[src/hw/rtl/dscs_pkg.sv]
// dscs_pkg: types, codes and constants shared by the device scan and command sequencer.
// No dependencies; every other file of the block imports it.
package dscs_pkg;

    localparam int MAX_DEVICES = 16;

    localparam int RETRY_W   = 4;
    localparam int COUNT_W   = 5;
    localparam int TIMEOUT_W = 16;
    localparam int DEV_W     = 4;
    localparam int MASK_W    = 16;
    localparam int ELAPSED_W = 8;
    localparam int CFG_IDX_W = 2;
    localparam int CFG_DATA_W = 16;

    localparam logic [RETRY_W-1:0]   RETRY_LIMIT_RST  = RETRY_W'(3);
    localparam logic [COUNT_W-1:0]   DEVICE_COUNT_RST = COUNT_W'(10);
    localparam logic [TIMEOUT_W-1:0] TIMEOUT_MS_RST   = TIMEOUT_W'(200);
    localparam logic [COUNT_W-1:0]   MAX_DEVICES_C    = COUNT_W'(MAX_DEVICES);
    localparam logic [RETRY_W-1:0]   RETRY_MAX        = '1;
    localparam logic [TIMEOUT_W-1:0] TIMER_MAX        = '1;

    typedef enum logic [CFG_IDX_W-1:0] {
        REG_RETRY_LIMIT  = 2'd0,
        REG_DEVICE_COUNT = 2'd1,
        REG_TIMEOUT_MS   = 2'd2,
        REG_UNUSED       = 2'd3
    } cfg_reg_t;

    typedef enum logic [1:0] {
        FUNC_TICK  = 2'd0,
        FUNC_SCAN  = 2'd1,
        FUNC_SEND  = 2'd2,
        FUNC_SPARE = 2'd3
    } func_t;

    typedef enum logic [2:0] {
        EV_NONE  = 3'd0,
        EV_BUSY  = 3'd1,
        EV_LOST  = 3'd2,
        EV_SENT  = 3'd3,
        EV_RECV  = 3'd4,
        EV_RSVD5 = 3'd5,
        EV_RSVD6 = 3'd6,
        EV_RSVD7 = 3'd7
    } radio_ev_t;

    typedef enum logic [1:0] {
        MODE_IDLE = 2'd0,
        MODE_SCAN = 2'd1,
        MODE_SEND = 2'd2
    } hub_mode_t;

    typedef enum logic [2:0] {
        SS_IDLE  = 3'd0,
        SS_START = 3'd1,
        SS_SEND  = 3'd2,
        SS_WAIT  = 3'd3,
        SS_LOST  = 3'd4,
        SS_FOUND = 3'd5
    } scan_step_t;

    localparam logic KIND_COMMAND = 1'b0;
    localparam logic KIND_STATUS  = 1'b1;

    typedef struct packed {
        logic [RETRY_W-1:0]   retry_limit;
        logic [COUNT_W-1:0]   device_count;
        logic [TIMEOUT_W-1:0] timeout_ms;
    } cfg_t;

    typedef struct packed {
        logic [1:0]           func;
        logic [2:0]           radio_event;
        logic [ELAPSED_W-1:0] elapsed_ms;
        logic                 reply_is_status;
        logic [DEV_W-1:0]     device_index;
        logic                 message_kind;
        logic [1:0]           command_code;
    } item_t;

    typedef struct packed {
        hub_mode_t            mode;
        scan_step_t           scan_step;
        logic [COUNT_W-1:0]   scan_index;
        logic [RETRY_W-1:0]   retries;
        logic [TIMEOUT_W-1:0] reply_timer;
        logic [MASK_W-1:0]    responders;
        logic [DEV_W-1:0]     selected_target;
    } hub_state_t;

    typedef struct packed {
        logic              send_valid;
        logic [DEV_W-1:0]  send_target;
        logic              send_kind;
        logic [1:0]        send_command;
        logic              busy_reject;
        logic              scan_done;
        logic [MASK_W-1:0] found_mask;
        logic              status_received;
        logic              timed_out;
        logic [1:0]        hub_mode;
    } result_t;

endpackage

[src/hw/rtl/device_scan_and_command_sequencer.sv]
// device_scan_and_command_sequencer: top level of the radio hub scan/command sequencer.
// Depends on dscs_pkg, dscs_cfg and dscs_step.
//
//  channel   handshake             payload
//  -------   -------------------   ----------------------------------------------
//  in        in_valid / in_ready   func radio_event elapsed_ms reply_is_status
//                                  device_index message_kind command_code
//  out       out_valid / out_ready send_valid send_target send_kind send_command
//                                  busy_reject scan_done found_mask status_received
//                                  timed_out hub_mode
//  cfg       cfg_we (no wait)      cfg_index cfg_data
//
// One word per clock while out_ready stays high; each word passes the input register, then the result register.
// The step is a single pass of dscs_step between the input register and the result
// register; hub state updates on the edge at which the result is loaded.
// Reset (rst_n, async, active low) empties both registers, idles the hub and restores
// the configuration defaults.
// A stalled output holds its word; the input register keeps one word behind it, then
// in_ready drops until out_ready returns.
module device_scan_and_command_sequencer
    import dscs_pkg::*;
(
    input  logic                  clk,
    input  logic                  rst_n,

    input  logic                  in_valid,
    output logic                  in_ready,
    input  logic [1:0]            func,
    input  logic [2:0]            radio_event,
    input  logic [ELAPSED_W-1:0]  elapsed_ms,
    input  logic                  reply_is_status,
    input  logic [DEV_W-1:0]      device_index,
    input  logic                  message_kind,
    input  logic [1:0]            command_code,

    output logic                  out_valid,
    input  logic                  out_ready,
    output logic                  send_valid,
    output logic [DEV_W-1:0]      send_target,
    output logic                  send_kind,
    output logic [1:0]            send_command,
    output logic                  busy_reject,
    output logic                  scan_done,
    output logic [MASK_W-1:0]     found_mask,
    output logic                  status_received,
    output logic                  timed_out,
    output logic [1:0]            hub_mode,

    input  logic                  cfg_we,
    input  logic [CFG_IDX_W-1:0]  cfg_index,
    input  logic [CFG_DATA_W-1:0] cfg_data
);

    cfg_t       cfg;
    item_t      item_reg;
    logic       item_valid_reg;
    hub_state_t state_reg;
    hub_state_t state_next;
    result_t    result_next;
    result_t    result_reg;
    logic       out_valid_reg;
    logic       advance;

    dscs_cfg u_cfg (
        .clk       (clk),
        .rst_n     (rst_n),
        .cfg_we    (cfg_we),
        .cfg_index (cfg_index),
        .cfg_data  (cfg_data),
        .cfg       (cfg)
    );

    dscs_step u_step (
        .cfg        (cfg),
        .state_cur  (state_reg),
        .item       (item_reg),
        .state_next (state_next),
        .result     (result_next)
    );

    // step fires when a word waits and the result slot is free or draining
    assign advance  = item_valid_reg && (!out_valid_reg || out_ready);
    assign in_ready = !item_valid_reg || advance;

    // input register
    always_ff @(posedge clk or negedge rst_n)
    begin
        if (!rst_n)
            item_valid_reg <= 1'b0;
        else if (in_ready)
            item_valid_reg <= in_valid;
    end

    always_ff @(posedge clk)
    begin
        if (in_ready && in_valid)
        begin
            item_reg.func            <= func;
            item_reg.radio_event     <= radio_event;
            item_reg.elapsed_ms      <= elapsed_ms;
            item_reg.reply_is_status <= reply_is_status;
            item_reg.device_index    <= device_index;
            item_reg.message_kind    <= message_kind;
            item_reg.command_code    <= command_code;
        end
    end

    // hub state
    always_ff @(posedge clk or negedge rst_n)
    begin
        if (!rst_n)
        begin
            state_reg.mode            <= MODE_IDLE;
            state_reg.scan_step       <= SS_IDLE;
            state_reg.scan_index      <= '0;
            state_reg.retries         <= '0;
            state_reg.reply_timer     <= '0;
            state_reg.responders      <= '0;
            state_reg.selected_target <= '0;
        end
        else if (advance)
            state_reg <= state_next;
    end

    // result register
    always_ff @(posedge clk or negedge rst_n)
    begin
        if (!rst_n)
            out_valid_reg <= 1'b0;
        else if (advance)
            out_valid_reg <= 1'b1;
        else if (out_ready)
            out_valid_reg <= 1'b0;
    end

    always_ff @(posedge clk)
    begin
        if (advance)
            result_reg <= result_next;
    end

    assign out_valid       = out_valid_reg;
    assign send_valid      = result_reg.send_valid;
    assign send_target     = result_reg.send_target;
    assign send_kind       = result_reg.send_kind;
    assign send_command    = result_reg.send_command;
    assign busy_reject     = result_reg.busy_reject;
    assign scan_done       = result_reg.scan_done;
    assign found_mask      = result_reg.found_mask;
    assign status_received = result_reg.status_received;
    assign timed_out       = result_reg.timed_out;
    assign hub_mode        = result_reg.hub_mode;

    // scan sub-step only runs while the hub is scanning
    a_scan_step_idle: assert property (@(posedge clk) disable iff (!rst_n)
        (state_reg.mode != MODE_SCAN) |-> (state_reg.scan_step == SS_IDLE))
        else $error("scan sub-step active outside scan mode");

    // a waiting word that cannot step is held in place
    a_item_held: assert property (@(posedge clk) disable iff (!rst_n)
        (item_valid_reg && !advance) |=> (item_valid_reg && $stable(item_reg)))
        else $error("input word lost while result stalled");

    // every step lands in the result register
    a_step_loads: assert property (@(posedge clk) disable iff (!rst_n)
        advance |=> out_valid_reg)
        else $error("step fired without loading a result");

    // a transmitted message is never also a refusal, a timeout or a scan end
    a_send_exclusive: assert property (@(posedge clk) disable iff (!rst_n)
        (out_valid_reg && result_reg.send_valid) |->
        (!result_reg.busy_reject && !result_reg.timed_out && !result_reg.scan_done))
        else $error("send flagged together with reject, timeout or scan end");

    // end of scan always leaves the hub idle
    a_done_idle: assert property (@(posedge clk) disable iff (!rst_n)
        (out_valid_reg && result_reg.scan_done) |-> (result_reg.hub_mode == MODE_IDLE))
        else $error("scan reported done while hub not idle");

endmodule

[src/hw/rtl/dscs_cfg.sv]
// dscs_cfg: the three configuration registers and their write decode.
// Depends on dscs_pkg.
module dscs_cfg
    import dscs_pkg::*;
(
    input  logic                  clk,
    input  logic                  rst_n,
    input  logic                  cfg_we,
    input  logic [CFG_IDX_W-1:0]  cfg_index,
    input  logic [CFG_DATA_W-1:0] cfg_data,
    output cfg_t                  cfg
);

    cfg_t cfg_reg;

    always_ff @(posedge clk or negedge rst_n)
    begin
        if (!rst_n)
        begin
            cfg_reg.retry_limit  <= RETRY_LIMIT_RST;
            cfg_reg.device_count <= DEVICE_COUNT_RST;
            cfg_reg.timeout_ms   <= TIMEOUT_MS_RST;
        end
        else if (cfg_we)
        begin
            unique case (cfg_reg_t'(cfg_index))
                REG_RETRY_LIMIT:  cfg_reg.retry_limit  <= cfg_data[RETRY_W-1:0];
                REG_DEVICE_COUNT: cfg_reg.device_count <= cfg_data[COUNT_W-1:0];
                REG_TIMEOUT_MS:   cfg_reg.timeout_ms   <= cfg_data[TIMEOUT_W-1:0];
                default:          ;  // unmapped index, write dropped
            endcase
        end
    end

    assign cfg = cfg_reg;

endmodule

[src/hw/rtl/dscs_step.sv]
// dscs_step: one sequencer step; next hub state and the result word for one item.
// Depends on dscs_pkg. Purely combinational.
module dscs_step
    import dscs_pkg::*;
(
    input  cfg_t       cfg,
    input  hub_state_t state_cur,
    input  item_t      item,
    output hub_state_t state_next,
    output result_t    result
);

    logic [COUNT_W-1:0]   eff_count;
    logic [TIMEOUT_W:0]   timer_sum;
    logic [TIMEOUT_W-1:0] timer_sat;
    logic                 timer_over;
    logic [COUNT_W-1:0]   send_index;
    logic [DEV_W-1:0]     new_sel;
    radio_ev_t            ev;

    assign eff_count  = (cfg.device_count > MAX_DEVICES_C) ? MAX_DEVICES_C : cfg.device_count;
    assign timer_sum  = {1'b0, state_cur.reply_timer} + (TIMEOUT_W+1)'(item.elapsed_ms);
    assign timer_sat  = timer_sum[TIMEOUT_W] ? TIMER_MAX : timer_sum[TIMEOUT_W-1:0];
    assign timer_over = timer_sat > cfg.timeout_ms;
    assign ev         = radio_ev_t'(item.radio_event);
    // index after the retry-limit skip in the send step
    assign send_index = (state_cur.retries >= cfg.retry_limit) ?
                        state_cur.scan_index + COUNT_W'(1) : state_cur.scan_index;
    assign new_sel    = ({1'b0, item.device_index} < eff_count) ?
                        item.device_index : state_cur.selected_target;

    always_comb
    begin
        state_next = state_cur;
        result     = '0;

        unique case (func_t'(item.func))
            FUNC_TICK:
            begin
                state_next.reply_timer = timer_sat;
                unique case (state_cur.mode)
                    MODE_SCAN:
                    begin
                        unique case (state_cur.scan_step)
                            SS_START:
                            begin
                                state_next.scan_index = '0;
                                state_next.retries    = '0;
                                state_next.responders = '0;
                                state_next.scan_step  = SS_SEND;
                            end
                            SS_SEND:
                            begin
                                state_next.scan_index = send_index;
                                if (state_cur.retries >= cfg.retry_limit)
                                    state_next.retries = '0;
                                if (send_index >= eff_count)
                                begin
                                    state_next.scan_step = SS_IDLE;
                                    state_next.mode      = MODE_IDLE;
                                    result.scan_done     = 1'b1;
                                end
                                else
                                begin
                                    result.send_valid      = 1'b1;
                                    result.send_target     = send_index[DEV_W-1:0];
                                    result.send_kind       = KIND_STATUS;
                                    state_next.scan_step   = SS_WAIT;
                                    state_next.reply_timer = '0;
                                end
                            end
                            SS_WAIT:
                            begin
                                if (ev == EV_RECV)
                                    state_next.scan_step = SS_FOUND;
                                else if (ev == EV_LOST)
                                    state_next.scan_step = SS_LOST;
                                if (timer_over)
                                begin
                                    result.timed_out     = 1'b1;
                                    state_next.scan_step = SS_LOST;
                                end
                            end
                            SS_LOST:
                            begin
                                if (state_cur.retries != RETRY_MAX)
                                    state_next.retries = state_cur.retries + RETRY_W'(1);
                                state_next.scan_step = SS_SEND;
                            end
                            SS_FOUND:
                            begin
                                if (!state_cur.scan_index[COUNT_W-1])
                                    state_next.responders = state_cur.responders |
                                        (MASK_W'(1) << state_cur.scan_index[DEV_W-1:0]);
                                state_next.scan_index = state_cur.scan_index + COUNT_W'(1);
                                state_next.retries    = '0;
                                state_next.scan_step  = SS_SEND;
                            end
                            default: ;
                        endcase
                    end
                    MODE_SEND:
                    begin
                        if (ev == EV_RECV)
                        begin
                            if (item.reply_is_status)
                            begin
                                result.status_received = 1'b1;
                                state_next.mode        = MODE_IDLE;
                            end
                        end
                        else
                        begin
                            if (ev == EV_LOST)
                                state_next.mode = MODE_IDLE;
                            if (timer_over)
                            begin
                                result.timed_out = 1'b1;
                                state_next.mode  = MODE_IDLE;
                            end
                        end
                    end
                    default: ;
                endcase
            end
            FUNC_SCAN:
            begin
                if (state_cur.mode != MODE_IDLE)
                    result.busy_reject = 1'b1;
                else
                begin
                    state_next.mode      = MODE_SCAN;
                    state_next.scan_step = SS_START;
                end
            end
            FUNC_SEND:
            begin
                state_next.selected_target = new_sel;
                if (state_cur.mode != MODE_IDLE)
                    result.busy_reject = 1'b1;
                else
                begin
                    result.send_valid      = 1'b1;
                    result.send_target     = new_sel;
                    result.send_kind       = item.message_kind;
                    result.send_command    = item.message_kind ? 2'd0 : item.command_code;
                    state_next.mode        = MODE_SEND;
                    state_next.reply_timer = '0;
                end
            end
            default: ;  // spare function code: no state change
        endcase

        result.found_mask = state_next.responders;
        result.hub_mode   = state_next.mode;
    end

endmodule

[config.mk]
export PLATFORM = sky130hd
export DESIGN_NAME = device_scan_and_command_sequencer
export DESIGN_NICKNAME = d
export VERILOG_FILES = /design/src/hw/rtl/dscs_pkg.sv /design/src/hw/rtl/device_scan_and_command_sequencer.sv /design/src/hw/rtl/dscs_cfg.sv /design/src/hw/rtl/dscs_step.sv
export SDC_FILE = /design/constraint.sdc
export NUM_CORES = 1
export LEC_CHECK = 0
export BUFFER_PORTS_ARGS = -buffer_cell sky130_fd_sc_hd__buf_4
export CELL_PAD_IN_SITES_DETAIL_PLACEMENT = 1
export CELL_PAD_IN_SITES_GLOBAL_PLACEMENT = 2
export CORE_ASPECT_RATIO = 1.25
export CORE_MARGIN = 2
export CORE_UTILIZATION = 42
export CTS_CLUSTER_SIZE = 25
export DETAILED_ROUTE_END_ITERATION = 12
export PLACE_DENSITY = 0.85
export SETUP_SLACK_MARGIN = 0.5
export SYNTH_ARGS = -nofsm -noshare
export SYNTH_HDL_FRONTEND = slang
export SYNTH_SLANG_ARGS = --single-unit
[constraint.sdc]
create_clock -name clk -period 8.4 [get_ports clk]
set_input_delay 0 -clock clk [delete_from_list [all_inputs] [get_ports clk]]
set_output_delay 0 -clock clk [all_outputs]
set_load 0.02 [all_outputs]
==> reports/summary.txt, run 1 <==
maximum vdd ir drop - 135 uV
Port Buf Inserts - 75
num rows - 52
Final setup viols - 0
max_cap viols - 0
fmax - 0.210 GHz
max FFs per register - 50
Wirelength per Cell - 18.6 microns
Worst R2R End - state_reg[47]$_DFFE_PN0P_
CTS resizes - 0
Yosys top cell area share - 25.7%
post-route setup TNS - 0 ns
antenna violations before repair - 0
Num CTS Buffers - 17
Longest Clk Path Bufs - 2
Die ar. - 17300 sq um
top cells by count, synth - 70 x dfrtp_1, 64 x nand2_1, 51 x edfxtp_1, 51 x ha_1, 50 x a21oi_1
reg-to-reg slack, setup - 3.64 ns
Net count, final - 861
synthesized cell area - 6820 sq um
Root Driver - clkbuf_16
total power - 2120 uW
RSZ-0062 raised after global routing - false
Reg-to-Reg Start - item_reg[8]$_DFFE_PP_
CORE AREA - 16100 sq um
antenna viol nets, final - 0
routed wire length - 18.5 mm
Worst-Skew Late Latency - 0.43 ns
most frequent cell after synthesis - dfrtp_1
Final Max Tran Viols - 0
Setup Buffers After CTS - 0
Pre-antenna DRT Iters - 4
Setup crit start kind - flip-flop
Critical Path RT - 8.71 ns
synth-to-layout area growth - 27.1%
Cells after Synth - 638
Vias - 5499
Die Span Y - 146 microns
worst hold path class - in2reg
DR WL met3 - 564 microns
number of cells on the worst reg-to-reg path - 14
Pwr Density - 245 nW/um^2
die width - 118 microns
Final Hold Viols - 0
FF+latch count, synth - 128
leak pwr - 0.00389 uW
Period minus WS final - 4.76 ns
crit path from - item_reg[8]$_DFFE_PP_
met1 WL - 6.89 mm
global-route wire length before repair - 31.0 mm
final setup margin - 3.64 ns
Setup CP Type - reg2reg
H-Tree Depth - 4
vias in the first global route - 6125
period utilization - 56.7%
Post-Route Skew - 0.00795 ns
Async S/R FF share, synth - 60.2%
ratio of cells with drive above 1 in the final layout - 19.4%
antenna cell count - 0
Worst-Margin Slew - 0.978 ns
Synth Flop Type - dfrtp_1
Tot GR Track Use - 22.8%
count of hold-fix buffers inserted at cts - 49
run status - complete, no violations
GPL Wtd Cong - 0.852
Clock Pin Slew Worst Setup and Hold Paths - 0.06 ns
synth warn - 0
Synth Area per Inst - 10.7 sq um
Worst Setup EP - state_reg[47]$_DFFE_PN0P_
Post-synth EDFFs - 51
IO Pins - 76
pin count of the biggest net entering global routing - 73
crit-path max FO - 14
HPWL Detailed - 13.3 mm
CP arrival - 5.07 ns
max layer used - met4
Yosys top cell by area - dfrtp_1
Max-slew headroom - 34.8%
clk sinks - 128
Syn Nets - 734
initial core utilization - 42.4%
Post-DP Area - 7600 sq um
metal2 WL - 10.2 mm
pre-CTS setup slack - 3.71 ns
fill count - 1766
Distinct cells, synth - 62
initial drt markers - 265
DR vias/cell - 5.53
Synth area leaders - dfrtp_1 26%, edfxtp_1 22%, ha_1 9.4%, mux2_2 4.0%, a21oi_1 3.7%
DRC viols - 0
CTS tree - yes
Hold Path Origin - cfg_index[0]
part of the Yosys area used for sequential elements - 50.8%
Core Util, Final - 53.9%
Remaining Overflow, GRT - 0
crit end category - flip-flop
post-route cell area - 8670 sq um
through the flow:
| stage | std cells | hold WS (ns) |
|---|---|---|
| after CTS | 994 | 0.0294 |
| after floorplan | 638 | -0.296 |
| after detailed placement | 913 | -0.178 |
| after global routing | 994 | 0.0763 |
| final | 994 | 0.0438 |
| after global placement | 913 | -0.180 |
worst min-delay path by stage:
stage | endpoint | slack (ns) | cells past startpoint
4_1_cts | u_cfg.cfg[21]$_DFFE_PN1P_ | 0.03 | 3
2_1_floorplan | item_valid_reg$_DFFE_PN0N_ | -0.30 | 0
3_5_place_dp | state_reg[14]$_DFFE_PN0P_ | -0.18 | 1
6_report | u_cfg.cfg[21]$_DFFE_PN1P_ | 0.04 | 3
5_1_grt | u_cfg.cfg[21]$_DFFE_PN1P_ | 0.08 | 3
3_3_place_gp | state_reg[14]$_DFFE_PN0P_ | -0.18 | 1
cell families after synthesis:
kind of cell             share of synthesized area (%)
AO/OA/AOI/OAI                                     14.7
XOR/XNOR                                          1.41
adder cells (fa/ha/maj)                           9.65
buffers and inverters                             3.50
flip-flops                                        50.8
multiplexers                                      5.87
AND/OR/NAND/NOR                                   14.1
cells in the final DEF (no fill, tap or decap), types with 7 or more instances in the layout:
| cell type | count |
|---|---|
| buf_4 | 80 |
| dfrtp_1 | 70 |
| nand2_1 | 64 |
| ha_1 | 51 |
| edfxtp_1 | 51 |
| a21oi_1 | 50 |
| dlygate4sd3_1 | 49 |
| nor2_1 | 46 |
| inv_1 | 39 |
| o21ai_0 | 24 |
| mux2_2 | 24 |
| clkbuf_16 | 17 |
| nand3_1 | 15 |
| a31oi_1 | 13 |
| nand2b_1 | 12 |
| nor3_1 | 11 |
| and3_1 | 11 |
| a22o_1 | 11 |
| mux2i_1 | 7 |
| nand4_1 | 7 |
| o22ai_1 | 7 |
| dfstp_2 | 7 |
routing by layer:
| layer | track usage, % | vias to the layer above |
|---|---|---|
| met5 | 0 | - |
| met4 | 12.2 | 0 |
| met3 | 4.49 | 51 |
| met2 | 42.8 | 132 |
| met1 | 23.8 | 2736 |
| li1 | - | 2580 |
cell type report:
| cell class | instances | area, sq um | share of cell area (%) |
|---|---|---|---|
| repair buffers | 129 | 1090 | 12.6 |
| inverters | 39 | 146 | 1.69 |
| clock buffers | 25 | 485 | 5.60 |
| well taps | 216 | 270 | 3.12 |
| flip-flops and latches | 128 | 3470 | 40.0 |
| clock inverters | 7 | 87.6 | 1.01 |
| multi-input cells | 450 | 3120 | 36.0 |
worst max-delay path: stages, from the launching register on:
cell	delay (ns)
edfxtp_1	0.37
ha_1	0.25
fa_1	0.43
a211oi_1	0.32
o21ai_0	0.26
a211o_1	0.41
nand3_1	0.44
nand2_1	0.18
ha_1	0.36
a21oi_1	0.15
o21ai_0	0.10
o2bb2ai_1	0.13
o31ai_1	0.78
nand4_1	0.17
a32o_1	0.29
report_power, final:
part / internal [uW] / switching (uW) / total (uW) / leakage (uW)
clock: 458 / 266 / 724 / 0.000281
combinational: 261 / 344 / 605 / 0.00215
sequential: 738 / 57.0 / 795 / 0.00147
total: 1460 / 668 / 2120 / 0.00389
No activity file was read; power rests on OpenSTA's default activity.
==> run 2: changes to the inputs <==
CORE_UTILIZATION = 35   (was 42)
PLACE_DENSITY = 0.76   (was 0.85)
clock period = 4.33 ns   (was 8.4 ns; I/O delays follow)
==> run 2 against run 1 <==
Against the previous run:
- utilization down 7.5 points
- critical endpoint unchanged
- maximum frequency is 21% higher
- critical path type unchanged
- design area rose by 3.2%
- clock-buffer cell count down 2
- critical path depth did not move
- sequential power rose by 94%
- clock skew up 0.0025 ns
- largest cell class unchanged
==> reports/summary.txt, run 2 (synthesis gave the netlist of run 1 again) <==
commonest non-fill, non-tap cell in the layout - buf_4
clk sinks - 128
Worst Hold Slack - 0.0451 ns
CTS tree - yes
vias in the first global route - 6021
maximum vdd ir drop - 283 uV
Port Buf Inserts - 75
IO Pins - 76
crit-path max FO - 7
crit path from - state_reg[20]$_DFFE_PN0P_
period utilization - 90.5%
Hold Path Origin - cfg_index[0]
antenna viol nets, final - 0
Worst-Margin Slew - 0.990 ns
crit end category - flip-flop
Post-Route Skew - 0.0105 ns
Max-slew headroom - 34.0%
ratio of cells with drive above 1 in the final layout - 24.2%
Root Driver - clkbuf_16
Longest Clk Path Bufs - 2
Final Hold Viols - 0
DR vias/cell - 5.32
Remaining Overflow, GRT - 0
antenna cell count - 0
num rows - 57
Final setup viols - 0
Pwr Density - 474 nW/um^2
DRC viols - 0
max FFs per register - 50
Period minus WS final - 3.92 ns
GPL Wtd Cong - 0.817
Num CTS Buffers - 17
fmax - 0.255 GHz
post-route setup TNS - 0 ns
Setup CP Type - reg2reg
fill count - 2071
initial drt markers - 187
pin count of the biggest net entering global routing - 71
Net count, final - 873
Vias - 5454
Final Max Tran Viols - 0
leak pwr - 0.00396 uW
worst hold path class - in2reg
HPWL Detailed - 13.4 mm
die width - 129 microns
Tot GR Track Use - 18.8%
antenna violations before repair - 0
Critical Path RT - 4.64 ns
Clock Pin Slew Worst Setup and Hold Paths - 0.06 ns
max_cap viols - 0
Pre-antenna DRT Iters - 4
synth-to-layout area growth - 31.2%
CP arrival - 4.23 ns
RSZ-0062 raised after global routing - true
CORE AREA - 19300 sq um
Wirelength per Cell - 18.4 microns
routed wire length - 18.8 mm
Die ar. - 20600 sq um
H-Tree Depth - 4
initial core utilization - 35.4%
Worst-Skew Late Latency - 0.42 ns
global-route wire length before repair - 30.1 mm
Die Span Y - 160 microns
run status - complete, no violations
Reg-to-Reg Start - state_reg[20]$_DFFE_PN0P_
Setup crit start kind - flip-flop
most frequent cells in the layout - 92 x buf_4, 70 x dfrtp_1, 64 x nand2_1, 51 x edfxtp_1, 48 x dlygate4sd3_1
## run 2: per-layer routing
| layer | global-route usage (%) | vias up | part of all wire [%] |
|---|---|---|---|
| met5 | 0 | - | 0 |
| met3 | 3.45 | 38 | 2.3 |
| met1 | 20.0 | 2699 | 39 |
| met2 | 35.2 | 108 | 55 |
| li1 | - | 2609 | - |
| met4 | 9.19 | 0 | 3.5 |
## run 2: cell type report
| cell class | count | area, sq um | share of cell area (%) |
|---|---|---|---|
| tap | 236 | 295 | 3.30 |
| inverter | 39 | 146 | 1.64 |
| sequential | 128 | 3470 | 38.7 |
| timing repair buffer | 141 | 1180 | 13.2 |
| clock buffer | 23 | 468 | 5.23 |
| multi-input combinational | 450 | 3310 | 36.9 |
| clock inverter | 9 | 85.1 | 0.951 |
## run 2: worst paths after layout
kind	endpoint	depth (start not counted)	slack [ns]
worst min register to register	state_reg[19]$_DFFE_PN0P_	2	0.49
min in group asynchronous	state_reg[8]$_DFFE_PN0P_	3	0.37
max in group asynchronous	u_cfg.cfg[16]$_DFFE_PN0P_	3	3.30
worst max-delay path	state_reg[47]$_DFFE_PN0P_	14	0.41
worst min-delay path	u_cfg.cfg[21]$_DFFE_PN1P_	3	0.05
worst max register to register	state_reg[47]$_DFFE_PN0P_	14	0.41
## run 2: critical path, stage by stage (launching register included)
cell	delay, ns
dfrtp_1	0.38
ha_2	0.20
fa_2	0.36
a211oi_2	0.31
o21ai_2	0.13
a211o_1	0.37
nand3_2	0.10
buf_6	0.13
nand2_1	0.12
ha_1	0.35
a21oi_1	0.29
a2111oi_4	0.14
o31ai_4	0.45
nand4_1	0.15
a32o_1	0.29
## run 2: metrics by stage
stage | power, uW | area, sq um | worst slack (ns) | instances | utilization, %
floorplan | 2320 | 6830 | 0.519 | 638 | -
global placement | 2650 | 7660 | 0.102 | 936 | 39.8
detailed placement | 2710 | 7660 | 0.0649 | 936 | 39.8
CTS | 4160 | 8760 | 0.516 | 1018 | 45.5
global route | 4480 | 8950 | 0.299 | 1026 | 46.5
finish | 4240 | 8950 | 0.412 | 1026 | 46.5
## run 2: what timing repair did
action                                  in CTS  in global routing
hold buffers                                48                  0
resized for setup                           13                 24
endpoints found under the setup margin       8                 27
pin swaps                                    9                 21
endpoints found under the hold margin       99                  0
buffers inserted                             2                  8
## run 2: power breakdown
group	internal (uW)	leakage [uW]	switching, uW
registers	1430	0.00147	110
clock network	818	0.000264	537
logic	585	0.00223	757
==> run 3: changes to the inputs <==
CORE_UTILIZATION = 36   (was 35)
PLACE_DENSITY = 0.75   (was 0.76)
SYNTH_HIERARCHICAL = 1   (was not set)
==> run 3 against run 2 <==
Against the previous run:
- worst setup slack worse by 0.19 ns
- clock-buffer cell count down 3
- design area is 7.5% higher
- area after synthesis up 11%
- utilization is 0.082 points lower
- largest power group unchanged
==> reports/summary.txt, run 3 <==
Die ar. - 22300 sq um
CP Cell Sequence - ha_2 > fa_2 > a211oi_4 > o21ai_2 > a31o_4 > nand3_4 > nand2_2 > mux2_4 > ha_4 > nand4_1 > buf_4 > nor4_4 > buf_4 > nand4_1 > a211o_1 > a21oi_2 > mux2_4
Pwr Density - 477 nW/um^2
ratio of cells with drive above 1 in the final layout - 32.5%
leak pwr - 0.00436 uW
Setup crit start kind - flip-flop
CP arrival - 4.46 ns
CTS tree - yes
Syn Nets - 746
Critical Path RT - 4.69 ns
FF+latch count, synth - 128
vias in the first global route - 6235
global-route wire length before repair - 32.4 mm
commonest non-fill, non-tap cell in the layout - buf_4
Post-Route Skew - 0.00926 ns
maximum vdd ir drop - 355 uV
Max-slew headroom - 29.4%
H-Tree Depth - 4
RSZ-0062 raised after global routing - true
antenna viol nets, final - 0
worst hold path class - in2async
fmax - 0.244 GHz
Worst-Skew Late Latency - 0.42 ns
most frequent cells in the layout - 96 x buf_4, 70 x dfrtp_1, 64 x mux2_4, 51 x edfxtp_1, 47 x ha_1
Wirelength per Cell - 18.6 microns
Yosys top cell by area - dfrtp_1
part of the Yosys area used for sequential elements - 45.7%
Longest Clk Path Bufs - 2
fill count - 2216
Final setup viols - 0
Pre-antenna DRT Iters - 6
num rows - 59
antenna violations before repair - 0
Die Span Y - 166 microns
Clock Pin Slew Worst Setup and Hold Paths - 0.06 ns
HPWL Detailed - 13.6 mm
initial drt markers - 245
antenna cell count - 0
Num CTS Buffers - 17
Synth Area per Inst - 11.7 sq um
Final Hold Viols - 0
synth warn - 6
DRC viols - 0
run status - complete, no violations
top cells by count, synth - 70 x dfrtp_1, 63 x mux2_4, 52 x ha_1, 51 x edfxtp_1, 40 x nand2_1
Vias - 5543
max_cap viols - 0
most frequent cell after synthesis - dfrtp_1
GPL Wtd Cong - 0.826
Period minus WS final - 4.10 ns
Async S/R FF share, synth - 60.2%
crit end category - flip-flop
Net count, final - 872
Post-synth EDFFs - 51
period utilization - 94.8%
Cells after Synth - 649
CP max stage delay - 0.42 ns
Synth Flop Type - dfrtp_1
clk sinks - 128
Setup CP Type - reg2reg
die width - 134 microns
Remaining Overflow, GRT - 0
post-route setup TNS - 0 ns
Crit-path slowest cell - a211o_1
Root Driver - clkbuf_16
synth-to-layout area growth - 26.8%
initial core utilization - 36.6%
max FFs per register - 50
total power - 4590 uW
Tot GR Track Use - 18.5%
IO Pins - 76
Distinct cells, synth - 64
pin count of the biggest net entering global routing - 54
number of cells on the worst reg-to-reg path - 17
synthesized cell area - 7590 sq um
DR vias/cell - 5.22
Yosys top cell area share - 23.1%
crit-path max FO - 4
CORE AREA - 20700 sq um
Port Buf Inserts - 75
routed wire length - 19.8 mm
Worst-Margin Slew - 1.06 ns
Final Max Tran Viols - 0
Synth area leaders - dfrtp_1 23%, edfxtp_1 20%, mux2_4 12%, ha_1 8.6%, mux2_2 2.7%
[run 3: cell type report]
cell class                      instances  area, sq um  share of cell area [%]
Clock buffer                           20          437                    4.54
Multi-Input combinational cell        449         3910                    40.7
Sequential cell                       128         3470                    36.0
Inverter                               37          139                    1.44
Timing Repair Buffer                  142         1180                    12.3
Tap cell                              274          343                    3.56
Clock inverter                         12          143                    1.48
[run 3: what timing repair did]
action                                  4_1_cts  5_1_grt
endpoints found under the setup margin        8       24
buffers inserted                             12        4
resized for setup                            19       14
pin swaps                                    13        8
hold buffers                                 44        0
hold endpoints to repair                     72        0
[run 3: cell families (layout without fill, tap and decap cells)]
group	count (synthesis)	count (layout)	synth area share, %
muxes	87	87	15.9
xor gates and xnor gates	11	11	1.27
buffers and inverters	72	211	5.13
AOI/OAI and AO/OA	148	148	12.7
and+or+nand+nor	150	150	10.4
adders and majority gates	53	53	8.84
DFF	128	128	45.7
[run 3: stage by stage]
| stage | cell area (sq um) | hold WS [ns] | cells | setup slack [ns] | util, % |
|---|---|---|---|---|---|
| detailed placement | 8330 | -0.0677 | 970 | 0.0275 | 40.1 |
| finish | 9620 | 0.0262 | 1062 | 0.226 | 46.4 |
| global route | 9620 | 0.0327 | 1062 | 0.0686 | 46.4 |
| global placement | 8330 | -0.0755 | 970 | 0.159 | 40.1 |
| floorplan | 7620 | -0.296 | 649 | 0.295 | - |
| CTS | 9510 | 0.0173 | 1058 | 0.213 | 45.8 |
[run 3: final timing paths]
check / startpoint / to / slack (ns)
hold reg to reg: u_cfg/cfg[15]$_DFFE_PN0P_ / u_cfg/cfg[15]$_DFFE_PN0P_ / 0.50
min in group clk: cfg_we / u_cfg/cfg[21]$_DFFE_PN1P_ / 0.15
setup reg to reg: state_reg[20]$_DFFE_PN0P_ / state_reg[49]$_DFFE_PN0P_ / 0.23
hold / removal: rst_n / state_reg[40]$_DFFE_PN0P_ / 0.03
max in group asynchronous: rst_n / u_cfg/cfg[9]$_DFFE_PN0P_ / 3.22
setup / recovery: state_reg[20]$_DFFE_PN0P_ / state_reg[49]$_DFFE_PN0P_ / 0.23
[run 3: routing by layer]
| layer | wire [microns] | up-vias | track usage (%) |
|---|---|---|---|
| li1 | - | 2614 | - |
| met2 | 10900 | 104 | 34.6 |
| met1 | 7830 | 2788 | 20.2 |
| met4 | 527 | 0 | 6.75 |
| met5 | 0 | - | 0 |
| met3 | 509 | 37 | 4.00 |
[run 3: critical path: cells and delay by family (launching register included)]
family                     cells  cell delay [ns]
adders and majority gates      3             0.86
and+or+nand+nor                5             0.76
buffers and inverters          2             0.35
muxes                          2             0.45
AOI/OAI and AO/OA              5             1.23
DFF                            1             0.38
[run 3: where the power goes]
part | switching, uW | internal [uW] | leakage, uW | total, uW
logic | 829 | 747 | 0.00260 | 1580
clock network | 531 | 897 | 0.000281 | 1430
registers | 141 | 1450 | 0.00148 | 1590
